**src/hw/rtl/mtma_pkg.sv**
```systemverilog
// Shared types for the median-then-moving-average filter.
// Used by every module of the block; depends on nothing.
`timescale 1ns / 1ps

package mtma_pkg;

  localparam int SAMPLE_W = 12;

  typedef logic [SAMPLE_W-1:0] sample_t;

  // Broadcast from the window chain to every rank cell
  typedef struct packed {
    logic    shift;   // a new sample enters, the oldest leaves
    sample_t fresh;   // sample entering at the head
    sample_t oldest;  // sample leaving at the tail
  } bcast_t;

  // Control from the top level to the averaging stage
  typedef struct packed {
    logic load;   // push a median into the ring and update the sum
    logic scale;  // register the scaled sum for the output
  } avg_ctl_t;

endpackage

```
**src/hw/rtl/mtma_rank_cell.sv**
```systemverilog
// One cell of the sliding window: holds a sample and its rank in the window.
// Depends on mtma_pkg.
`timescale 1ns / 1ps

module mtma_rank_cell #(
  parameter int                RANK_W     = 3,
  parameter logic [RANK_W-1:0] RESET_RANK = '0
) (
  input  logic                clk,
  input  logic                rst,
  input  mtma_pkg::bcast_t    bus,
  input  mtma_pkg::sample_t   in_value,
  input  logic [RANK_W-1:0]   in_rank,
  output mtma_pkg::sample_t   value,
  output logic [RANK_W-1:0]   rank,
  output logic [RANK_W-1:0]   fwd_rank,
  output logic                le_fresh
);

  // Ties rank by age: the leaving sample sits below any equal value,
  // the fresh sample above any equal value.
  assign fwd_rank = rank - RANK_W'(bus.oldest <= value) + RANK_W'(bus.fresh < value);
  assign le_fresh = (value <= bus.fresh);

  // Advance one place down the chain on every shift
  always_ff @(posedge clk) begin
    if (rst) begin
      value <= '0;
      rank  <= RESET_RANK;
    end else if (bus.shift) begin
      value <= in_value;
      rank  <= in_rank;
    end
  end

endmodule

```
**src/hw/rtl/mtma_median_chain.sv**
```systemverilog
// Row of rank cells forming the raw sample window, with median pick-off.
// Depends on mtma_pkg and mtma_rank_cell.
`timescale 1ns / 1ps

module mtma_median_chain #(
  parameter int MEDIAN_LEN = 5
) (
  input  logic                    clk,
  input  logic                    rst,
  input  logic                    shift,
  input  mtma_pkg::sample_t       sample,
  output mtma_pkg::sample_t       median,
  output logic [MEDIAN_LEN-1:0]   hit
);

  localparam int RANK_W = $clog2(MEDIAN_LEN);
  localparam logic [RANK_W-1:0] MID_RANK = RANK_W'(MEDIAN_LEN / 2);

  mtma_pkg::bcast_t  bus;
  mtma_pkg::sample_t values   [MEDIAN_LEN];
  logic [RANK_W-1:0] ranks    [MEDIAN_LEN];
  logic [RANK_W-1:0] fwd      [MEDIAN_LEN];
  logic [MEDIAN_LEN-1:0] le_fresh;
  logic [RANK_W-1:0] head_rank;
  mtma_pkg::sample_t pick;

  assign bus.shift  = shift;
  assign bus.fresh  = sample;
  assign bus.oldest = values[MEDIAN_LEN-1];

  // Rank of the fresh sample: cells staying in the window at or below it
  always_comb begin
    head_rank = '0;
    for (int i = 0; i < MEDIAN_LEN - 1; i++) begin
      head_rank = head_rank + RANK_W'(le_fresh[i]);
    end
  end

  // Cell 0 holds the newest sample, the last cell the oldest
  for (genvar g = 0; g < MEDIAN_LEN; g++) begin : g_cell
    mtma_rank_cell #(
      .RANK_W     (RANK_W),
      .RESET_RANK (RANK_W'(MEDIAN_LEN - 1 - g))
    ) u_cell (
      .clk      (clk),
      .rst      (rst),
      .bus      (bus),
      .in_value ((g == 0) ? sample : values[(g == 0) ? 0 : g - 1]),
      .in_rank  ((g == 0) ? head_rank : fwd[(g == 0) ? 0 : g - 1]),
      .value    (values[g]),
      .rank     (ranks[g]),
      .fwd_rank (fwd[g]),
      .le_fresh (le_fresh[g])
    );
    assign hit[g] = (ranks[g] == MID_RANK);
  end

  // Exactly one cell holds the middle rank; gate and merge
  always_comb begin
    pick = '0;
    for (int i = 0; i < MEDIAN_LEN; i++) begin
      pick = pick | (values[i] & {mtma_pkg::SAMPLE_W{hit[i]}});
    end
  end

  assign median = pick;

endmodule

```
**src/hw/rtl/mtma_average.sv**
```systemverilog
// Ring of recent medians, running sum and exact division by the ring length.
// Depends on mtma_pkg.
`timescale 1ns / 1ps

module mtma_average #(
  parameter int AVERAGE_LEN = 8
) (
  input  logic                clk,
  input  logic                rst,
  input  mtma_pkg::avg_ctl_t  ctl,
  input  mtma_pkg::sample_t   median,
  output mtma_pkg::sample_t   filtered
);

  localparam int LOG_LEN = $clog2(AVERAGE_LEN);
  localparam int SUM_W   = mtma_pkg::SAMPLE_W + LOG_LEN;
  // Reciprocal scaling: exact for every sum below 2**SUM_W
  localparam int SHIFT   = SUM_W + LOG_LEN;
  localparam int RECIP_W = SHIFT + 1;
  localparam logic [RECIP_W-1:0] RECIP =
    RECIP_W'(((64'd1 << SHIFT) + 64'(AVERAGE_LEN) - 64'd1) / 64'(AVERAGE_LEN));
  localparam int PROD_W  = SUM_W + RECIP_W;

  mtma_pkg::sample_t    ring [AVERAGE_LEN];
  logic [SUM_W-1:0]     sum;
  logic [PROD_W-1:0]    prod;

  // Shift the ring, drop the oldest median from the sum, add the new one
  always_ff @(posedge clk) begin
    if (rst) begin
      for (int i = 0; i < AVERAGE_LEN; i++) begin
        ring[i] <= '0;
      end
      sum <= '0;
    end else if (ctl.load) begin
      ring[0] <= median;
      for (int i = 1; i < AVERAGE_LEN; i++) begin
        ring[i] <= ring[i-1];
      end
      sum <= sum - SUM_W'(ring[AVERAGE_LEN-1]) + SUM_W'(median);
    end
  end

  // Scale the sum by the reciprocal of the ring length
  always_ff @(posedge clk) begin
    if (ctl.scale) begin
      prod <= PROD_W'(sum) * PROD_W'(RECIP);
    end
  end

  assign filtered = prod[SHIFT +: mtma_pkg::SAMPLE_W];

endmodule

```
**src/hw/rtl/median_then_moving_average_unit.sv**
```systemverilog
// Top level of the median-then-moving-average filter.
// Depends on mtma_pkg, mtma_median_chain and mtma_average.
//
// Usage:
//   One 12-bit ADC sample per beat on sample / sample_valid / sample_ready;
//   one filtered value per beat on filtered / filtered_valid / filtered_ready.
//   Each sample enters a window of MEDIAN_LEN samples kept as a row of rank
//   cells; the cell holding the middle rank gives the median, which enters a
//   ring of AVERAGE_LEN medians with a running sum. The output is that sum
//   divided by AVERAGE_LEN, truncated.
//   Path: the sample beat updates the window, then the ring and sum update,
//   then the reciprocal multiply is registered and filtered_valid rises;
//   each step waits while the stage after it is held. Throughput: one beat
//   per cycle while the output is not stalled; the cell row updates every
//   rank as each beat enters. Stalls: each stage holds its beat while the
//   next is full and cannot advance; sample_ready drops only when all three
//   stages are full and filtered_ready is low.
//   Reset: window, ring and sum clear to zero, so the first outputs include
//   those zeros; all stages empty.
`timescale 1ns / 1ps

module median_then_moving_average_unit #(
  parameter int MEDIAN_LEN  = 5,
  parameter int AVERAGE_LEN = 8
) (
  input  logic                clk,
  input  logic                rst,
  input  mtma_pkg::sample_t   sample,
  input  logic                sample_valid,
  output logic                sample_ready,
  output mtma_pkg::sample_t   filtered,
  output logic                filtered_valid,
  input  logic                filtered_ready
);

  logic                  v1;
  logic                  v2;
  logic                  take;
  logic                  m2;
  logic                  m3;
  logic                  give;
  mtma_pkg::sample_t     median;
  logic [MEDIAN_LEN-1:0] hit;
  mtma_pkg::avg_ctl_t    ctl;

  // Stage moves: collapse bubbles, hold when the next stage is stalled
  assign give         = filtered_valid & filtered_ready;
  assign m3           = v2 & (~filtered_valid | filtered_ready);
  assign m2           = v1 & (~v2 | m3);
  assign sample_ready = ~v1 | m2;
  assign take         = sample_valid & sample_ready;

  always_ff @(posedge clk) begin
    if (rst) begin
      v1             <= 1'b0;
      v2             <= 1'b0;
      filtered_valid <= 1'b0;
    end else begin
      if (take) begin
        v1 <= 1'b1;
      end else if (m2) begin
        v1 <= 1'b0;
      end
      if (m2) begin
        v2 <= 1'b1;
      end else if (m3) begin
        v2 <= 1'b0;
      end
      if (m3) begin
        filtered_valid <= 1'b1;
      end else if (give) begin
        filtered_valid <= 1'b0;
      end
    end
  end

  mtma_median_chain #(
    .MEDIAN_LEN (MEDIAN_LEN)
  ) u_chain (
    .clk    (clk),
    .rst    (rst),
    .shift  (take),
    .sample (sample),
    .median (median),
    .hit    (hit)
  );

  assign ctl.load  = m2;
  assign ctl.scale = m3;

  mtma_average #(
    .AVERAGE_LEN (AVERAGE_LEN)
  ) u_average (
    .clk      (clk),
    .rst      (rst),
    .ctl      (ctl),
    .median   (median),
    .filtered (filtered)
  );

  // Ranks stay a permutation: exactly one cell holds the middle rank
  a_one_median: assert property (@(posedge clk) disable iff (rst) $onehot(hit))
    else $error("median rank not held by exactly one cell");

  // Input back-pressure only when every stage is full and the output stalls
  a_ready_full: assert property (@(posedge clk) disable iff (rst)
    !sample_ready |-> (v1 && v2 && filtered_valid && !filtered_ready))
    else $error("input stalled with room in the pipeline");

  // A beat in the window stage with the next stage free moves on
  a_advance: assert property (@(posedge clk) disable iff (rst)
    (v1 && !v2) |=> v2)
    else $error("window stage failed to advance");

endmodule

```
**config.mk**
```make
export PLATFORM = sky130hd
export DESIGN_NAME = median_then_moving_average_unit
export DESIGN_NICKNAME = d
export VERILOG_FILES = /design/src/hw/rtl/mtma_pkg.sv /design/src/hw/rtl/mtma_rank_cell.sv /design/src/hw/rtl/mtma_median_chain.sv /design/src/hw/rtl/mtma_average.sv /design/src/hw/rtl/median_then_moving_average_unit.sv
export SDC_FILE = /design/constraint.sdc
export NUM_CORES = 1
export LEC_CHECK = 0
export ABC_CLOCK_PERIOD_IN_PS = 5300
export BUFFER_PORTS_ARGS = -buffer_cell sky130_fd_sc_hd__buf_2
export CORE_MARGIN = 2
export CORE_UTILIZATION = 55
export DETAILED_ROUTE_END_ITERATION = 6
export HOLD_SLACK_MARGIN = 0.06
export PLACE_DENSITY = 0.71
export SLEW_MARGIN = 5
export SYNTH_ARGS = -nofsm -noshare
export SYNTH_HDL_FRONTEND = slang
export SYNTH_HIERARCHICAL = 1
export SYNTH_SLANG_ARGS = --single-unit
```
**constraint.sdc**
```tcl
create_clock -name clk -period 5.3 [get_ports clk]
set_input_delay 1.59 -clock clk [delete_from_list [all_inputs] [get_ports clk]]
set_output_delay 1.59 -clock clk [all_outputs]
set_load 0.02 [all_outputs]
```
### After elaboration in Yosys (flattened, before gate mapping)

Memory sizes are Yosys's and may differ from the RTL's.
Cells that the tools add are included.

* register bits after elaboration: 108
* RAM bits: 96
* bits of input ports: 16
* logic and storage cells: 95
* memories: 1

Memories
* u_average.ring: depth 8, width 12, rd ports 8, clocked after Yosys merged registers in 0, write ports 8, RTL line mtma_average.sv:24 `mtma_pkg::sample_t ring [AVERAGE_LEN];`

* add/sub/neg operators: 13
* order comparisons: 12
* equality and inequality tests: 5
* muxes and demuxes: 19
* bitwise operators: 27
* reductions and logical operators: 3

Operators by type and width (count)
* <= comparator 12 bit: 8
* two-way mux 12 bit: 8
* bitwise AND 12 bit: 5
* less-than comparator 12 bit: 4
* OR 12 bit: 4
* adder 3 x 1 -> 3 bit: 6
* adder 15 x 12 -> 15 bit: 1
* == test 3 x 2 -> 1 bit (second input constant): 5
* subtractor 15 x 12 -> 15 bit: 1
* subtractor 3 x 1 -> 3 bit: 4
* two-way mux 1 bit: 11
* OR 1 bit: 11
* nonzero test 2 bit: 3
* bitwise AND 1 bit: 4
* NOT 1 bit: 3
* adder 1 x 1 -> 2 bit: 1

### Depth between registers and ports, before layout

* depth in word-level cells: 9
* depth in mapped cells: 15
* depth with buffers taken out: 15

### Modules after synthesis

The synthesis kept the hierarchy.

By module, submodules not included
* mtma_average: instances 1, cells each 423, area each 5501.5 um^2, sequential area each 3543.4 um^2
* mtma_rank_cell (u_chain.g_cell[2].u_cell): instances 1, cells each 141, area each 1248.7 um^2, sequential area each 300.3 um^2
* mtma_rank_cell (u_chain.g_cell[3].u_cell): instances 1, cells each 142, area each 1248.7 um^2, sequential area each 300.3 um^2
* mtma_rank_cell (u_chain.g_cell[0].u_cell): instances 1, cells each 144, area each 1232.4 um^2, sequential area each 300.3 um^2
* mtma_rank_cell (u_chain.g_cell[1].u_cell): instances 1, cells each 145, area each 1232.4 um^2, sequential area each 300.3 um^2
* mtma_rank_cell (u_chain.g_cell[4].u_cell): instances 1, cells each 144, area each 1231.2 um^2, sequential area each 300.3 um^2
* mtma_median_chain: instances 1, cells each 66, area each 490.5 um^2, sequential area each 0.0 um^2
* median_then_moving_average_unit: instances 1, cells each 14, area each 135.1 um^2, sequential area each 60.1 um^2

### Worst setup path after synthesis

No wires, ideal clock.

* kind: in2reg
* from: input port filtered_ready
* to: register u_average.sum[10]
* library setup time: 0.246 ns
* data arrival time: 4.777 ns
* data required time: 5.054 ns
* path slack: 0.277 ns
* stages on the path: 6
* buffers on the path: 1
* cell sequence: and2b_1 > a21oi_1 > clkbuf_1 > nor2_1 > inv_1 > o32ai_1

* cells in the longest elaborated chain, start to end: 4

Ends and longest elaborated chain
* from (decl): RTL line median_then_moving_average_unit.sv:33 `input logic filtered_ready`
* OR 1 bit: RTL line median_then_moving_average_unit.sv:48 `assign m3 = v2 & (~filtered_valid | filtered_ready);`
* bitwise AND 1 bit: RTL line median_then_moving_average_unit.sv:48
* OR 1 bit: RTL line median_then_moving_average_unit.sv:49 `assign m2 = v1 & (~v2 | m3);`
* bitwise AND 1 bit: RTL line median_then_moving_average_unit.sv:49
* named net m2: RTL line median_then_moving_average_unit.sv:39 `logic m2;`
* to (signal assigned): RTL line mtma_average.sv:40 `sum <= sum - SUM_W'(ring[AVERAGE_LEN-1]) + SUM_W'(median);`
* to (decl): RTL line mtma_average.sv:25 `logic [SUM_W-1:0] sum;`

The timed path passes the listed nets, and every way through them passes these cells.
A chain may end at the register's enable or synchronous reset.

### Worst setup path in the final report

* from: register u_chain.g_cell[4].u_cell.rank[0]
* to: register u_average.sum[14]

* cells in the longest elaborated chain, start to end: 4

Ends and longest elaborated chain
* from (decl): RTL line mtma_rank_cell.sv:15 `output logic [RANK_W-1:0] rank,`
* from (signal assigned): RTL line mtma_rank_cell.sv:32 `rank <= in_rank;`
* == test 3 x 2 -> 1 bit: RTL line mtma_median_chain.sv:55 `assign hit[g] = (ranks[g] == MID_RANK);`
* named net hit[4]: RTL line median_then_moving_average_unit.sv:43 `logic [MEDIAN_LEN-1:0] hit;`
* bitwise AND 12 bit: RTL line mtma_median_chain.sv:62 `pick = pick | (values[i] & {mtma_pkg::SAMPLE_W{hit[i]}});`
* OR 12 bit: RTL line mtma_median_chain.sv:62
* named net median[2]: RTL line median_then_moving_average_unit.sv:42 `mtma_pkg::sample_t median;`
* adder 15 x 12 -> 15 bit: RTL line mtma_average.sv:40

The timed path passes the listed nets, and every way through them passes these cells.

==> metrics.md <==
| Metric | Value |
|---|---|
| Result of the run | complete, no violations |
| Synth Instances | 1,123 |
| Final Hold Viols | 0 |
| Most heavily used metal layer in global routing | met2 |
| Core occupancy in the finished layout | between 60% and 70% |
| WP data arrival | 4.54 ns |
| Clock buffer depth | 3 |
| Fraction of the cycle the final worst path needs | around 77% |
| Count of antenna diodes in the layout | 0 |
| CTS tree | done |
| Hold Crit Class | flip-flop to flip-flop |
| P_leak | 5.61 nW |
| CP Data Required Time | 5.74 ns |
| Sinks on the clock net | 201 |
| Launch point of the worst hold path | u_average/sum[9] |
| Kind of capture point of the worst setup path | flip-flop |
| Clock root buffer | clkbuf_16 |
| Met2 track utilization from global routing | 34.5% |
| Core box area | 20,900 um^2 |
| Number of nets in the synthesized netlist | 1,277 |
| Post-detail-place hpwl | approximately 17,000 um |
| # Post-CTS Setup Buffers | 0 |
| Final Net Count | 1,302 |
| Cell count of the worst reg-to-reg path | 13 |
| Maximum number of pins on one net before global-route repair | 80 |
| CP startpoint kind | flip-flop |
| Capturing point of the worst reg2reg path | u_average/sum[14] |
| Grt met3 use | 3.09% |
| Antenna violations before repair | 0 |
| Top-level I/O count | 30 |
| Worst rel slew slack | 30.7% |
| Die ar. | 22,300 um^2 |
| Slowest cell delay on critical path | 0.81 ns |
| Largest delay contributor family on the critical path | simple AND/OR/NAND/NOR gates |
| WL per Instance | 16.6 um |
| Std-Cell Rows | 53 |
| Fin. max-slew vios | 0 |
| Detailed-router iteration count before antenna repair | 5 |
| Place WS | 1.14 ns |
| Setup repair after global routing missed its margin | no |
| Buf/Inv on CP | 2 |
| Total negative setup slack | 0 ns |
| Count of final setup violators | 0 |
| Highest-delay cell along the critical path | nor3b_2 |
| Remaining antenna violation count | 0 |
| Power density over the cells | 318 nW/um^2 |
| Via/cell ratio | roughly 5.5 |
| Combined area of all synthesized cells | roughly 12,000 um^2 |
| Worst hold slack | between 0.4 and 0.5 ns |
| Total number of vias | 7,887 |
| Worst Tran Pin Value | just over 1 ns |
| Vias in the first global route | 7,660 |
| Number of buffer cells added on primary ports | 29 |
| Peak fanout along the critical path | 12 |
| Total clock buffers created by CTS | 23 |
| Highest achievable clock rate | 244 MHz |
| Die width | around 150 um |
| Final worst clock skew | 0.0108 ns |
| Worst setup slack for register-to-register paths | roughly 1.2 ns |
| First-pass GRT wire length | 39,700 um |
| Share of cells above drive strength 1 | 8.50% |
| Classification of the worst setup path | flip-flop to flip-flop |
| Total Routed Length | between 20,000 and 25,000 um |
| Max_cap viols | 0 |
| Met1 capacity usage during global routing | 32.8% |
| Clock network latency to the later pin of the worst-skew pair | 0.51 ns |
| Fin crit period | 4.10 ns |
| Overall track demand over capacity in global routing | between 20 and 25% |
| Drt first-iter violations | 350 |
| Gates resized, CTS repair | 0 |
| Initial Util | a little under three fifths |
| Post-layout total power | 0.00404 W |
| Grt total ovfl | 0 |
| Worst hold path depth | 0 |
| Die height | approximately 150 um |
| H-Tree Level Count | 1 |
| Drc violations | 0 |
| Critical-path cell list | nor3b_2, nand2_1, nand3_1, inv_1, fa_1, inv_1, ha_1, nor2b_4, o31a_1, o31a_1, or4_4, a31o_1, a21oi_2 |
| Max IR drop VDD | 0.233 mV |
| Synth-to-Final Area Change | 9.21% |
| Hold Crit Endpoint | u_average/prod[24] |
| Number of gates on the worst path with buffers counted | 13 |
| Clock Pin Slew Worst Setup and Hold Paths | 0.06 ns |
| R2R Path Start | u_chain/g_cell[4].u_cell/rank[0] |
| Placer Congestion | 0.872 |
| Hold bufs inserted after CTS | 0 |
| Post-synthesis average cell area | 10.3 um^2 |
| Yosys warnings | 6 |
| Fin worst setup slack | 1.20 ns |
worst register-to-register path: cells and delay by family, from the launching register on:
family                   cells  cell delay (ns)
AND/OR/NAND/NOR              5             1.73
AO/OA/AOI/OAI                4             0.96
buffers and inverters        2             0.16
adder cells (fa/ha/maj)      2             0.89
flip-flops                   1             0.32
stage by stage:
| stage | instance area [um^2] | instances |
|---|---|---|
| floorplan | 11600 | 1123 |
| global placement | 12000 | 1398 |
| detailed placement | 12000 | 1398 |
| CTS | 12700 | 1440 |
| global route | 12700 | 1440 |
| finish | 12700 | 1440 |
area by class of cell:
type | instances | area, um^2
inverters | 184 | 693
fillers | 1746 | 8200
clock inverters | 8 | 68.8
multi-input cells | 705 | 5620
repair buffers | 33 | 203
flip-flops and latches | 201 | 5100
clock buffers | 34 | 658
well taps | 275 | 344
state kept, by name (all words and copies together) (netlist names):
signal / cells
u_chain/g_cell.u_cell/value: 60
u_chain/g_cell.u_cell/rank: 15
u_average/prod: 12
u_average/sum: 15
u_average/ring: 96
filtered_valid: 1
v1: 1
v2: 1
worst max path at each step:
stage                                      from                          endpoint  slack [ns]
2_1_floorplan                    filtered_ready                 u_average/sum[10]        0.28
3_3_place_gp                          sample[9]  u_chain/g_cell[0].u_cell/rank[1]        1.16
3_5_place_dp                          sample[1]  u_chain/g_cell[0].u_cell/rank[1]        1.14
4_1_cts        u_chain/g_cell[1].u_cell/rank[1]                 u_average/sum[14]        1.21
5_1_grt        u_chain/g_cell[4].u_cell/rank[0]                 u_average/sum[14]        0.99
6_report       u_chain/g_cell[4].u_cell/rank[0]                 u_average/sum[14]        1.20
where the power goes:
group	switching [W]	internal [W]
Clock	0.000618	0.000909
Combinational	0.000410	0.000290
Sequential	0.0000651	0.00175
Total	0.00109	0.00294
layout by cell type (no fill, tap or decap), types with 5 or more instances in the layout:
master / instances
inv_1: 183
ha_1: 121
edfxtp_1: 108
nor2_1: 102
dfxtp_1: 93
mux2i_1: 74
and2_1: 61
a21oi_1: 44
nor2b_1: 33
nand3_1: 32
nand2_1: 30
buf_2: 28
clkbuf_16: 24
a22oi_1: 23
o21ai_0: 20
fa_1: 17
nand4_1: 15
xnor2_1: 10
a21o_1: 9
clkbuf_1: 8
o21a_1: 8
o22ai_1: 8
a31o_1: 5
routing by layer:
metal	part of all wire (%)	routed length [um]
met1	49	11800
met2	44	10600
met3	4.7	1130
met4	1.8	439
met5	0	0
Note: power is estimated with default switching activity, not from simulation.
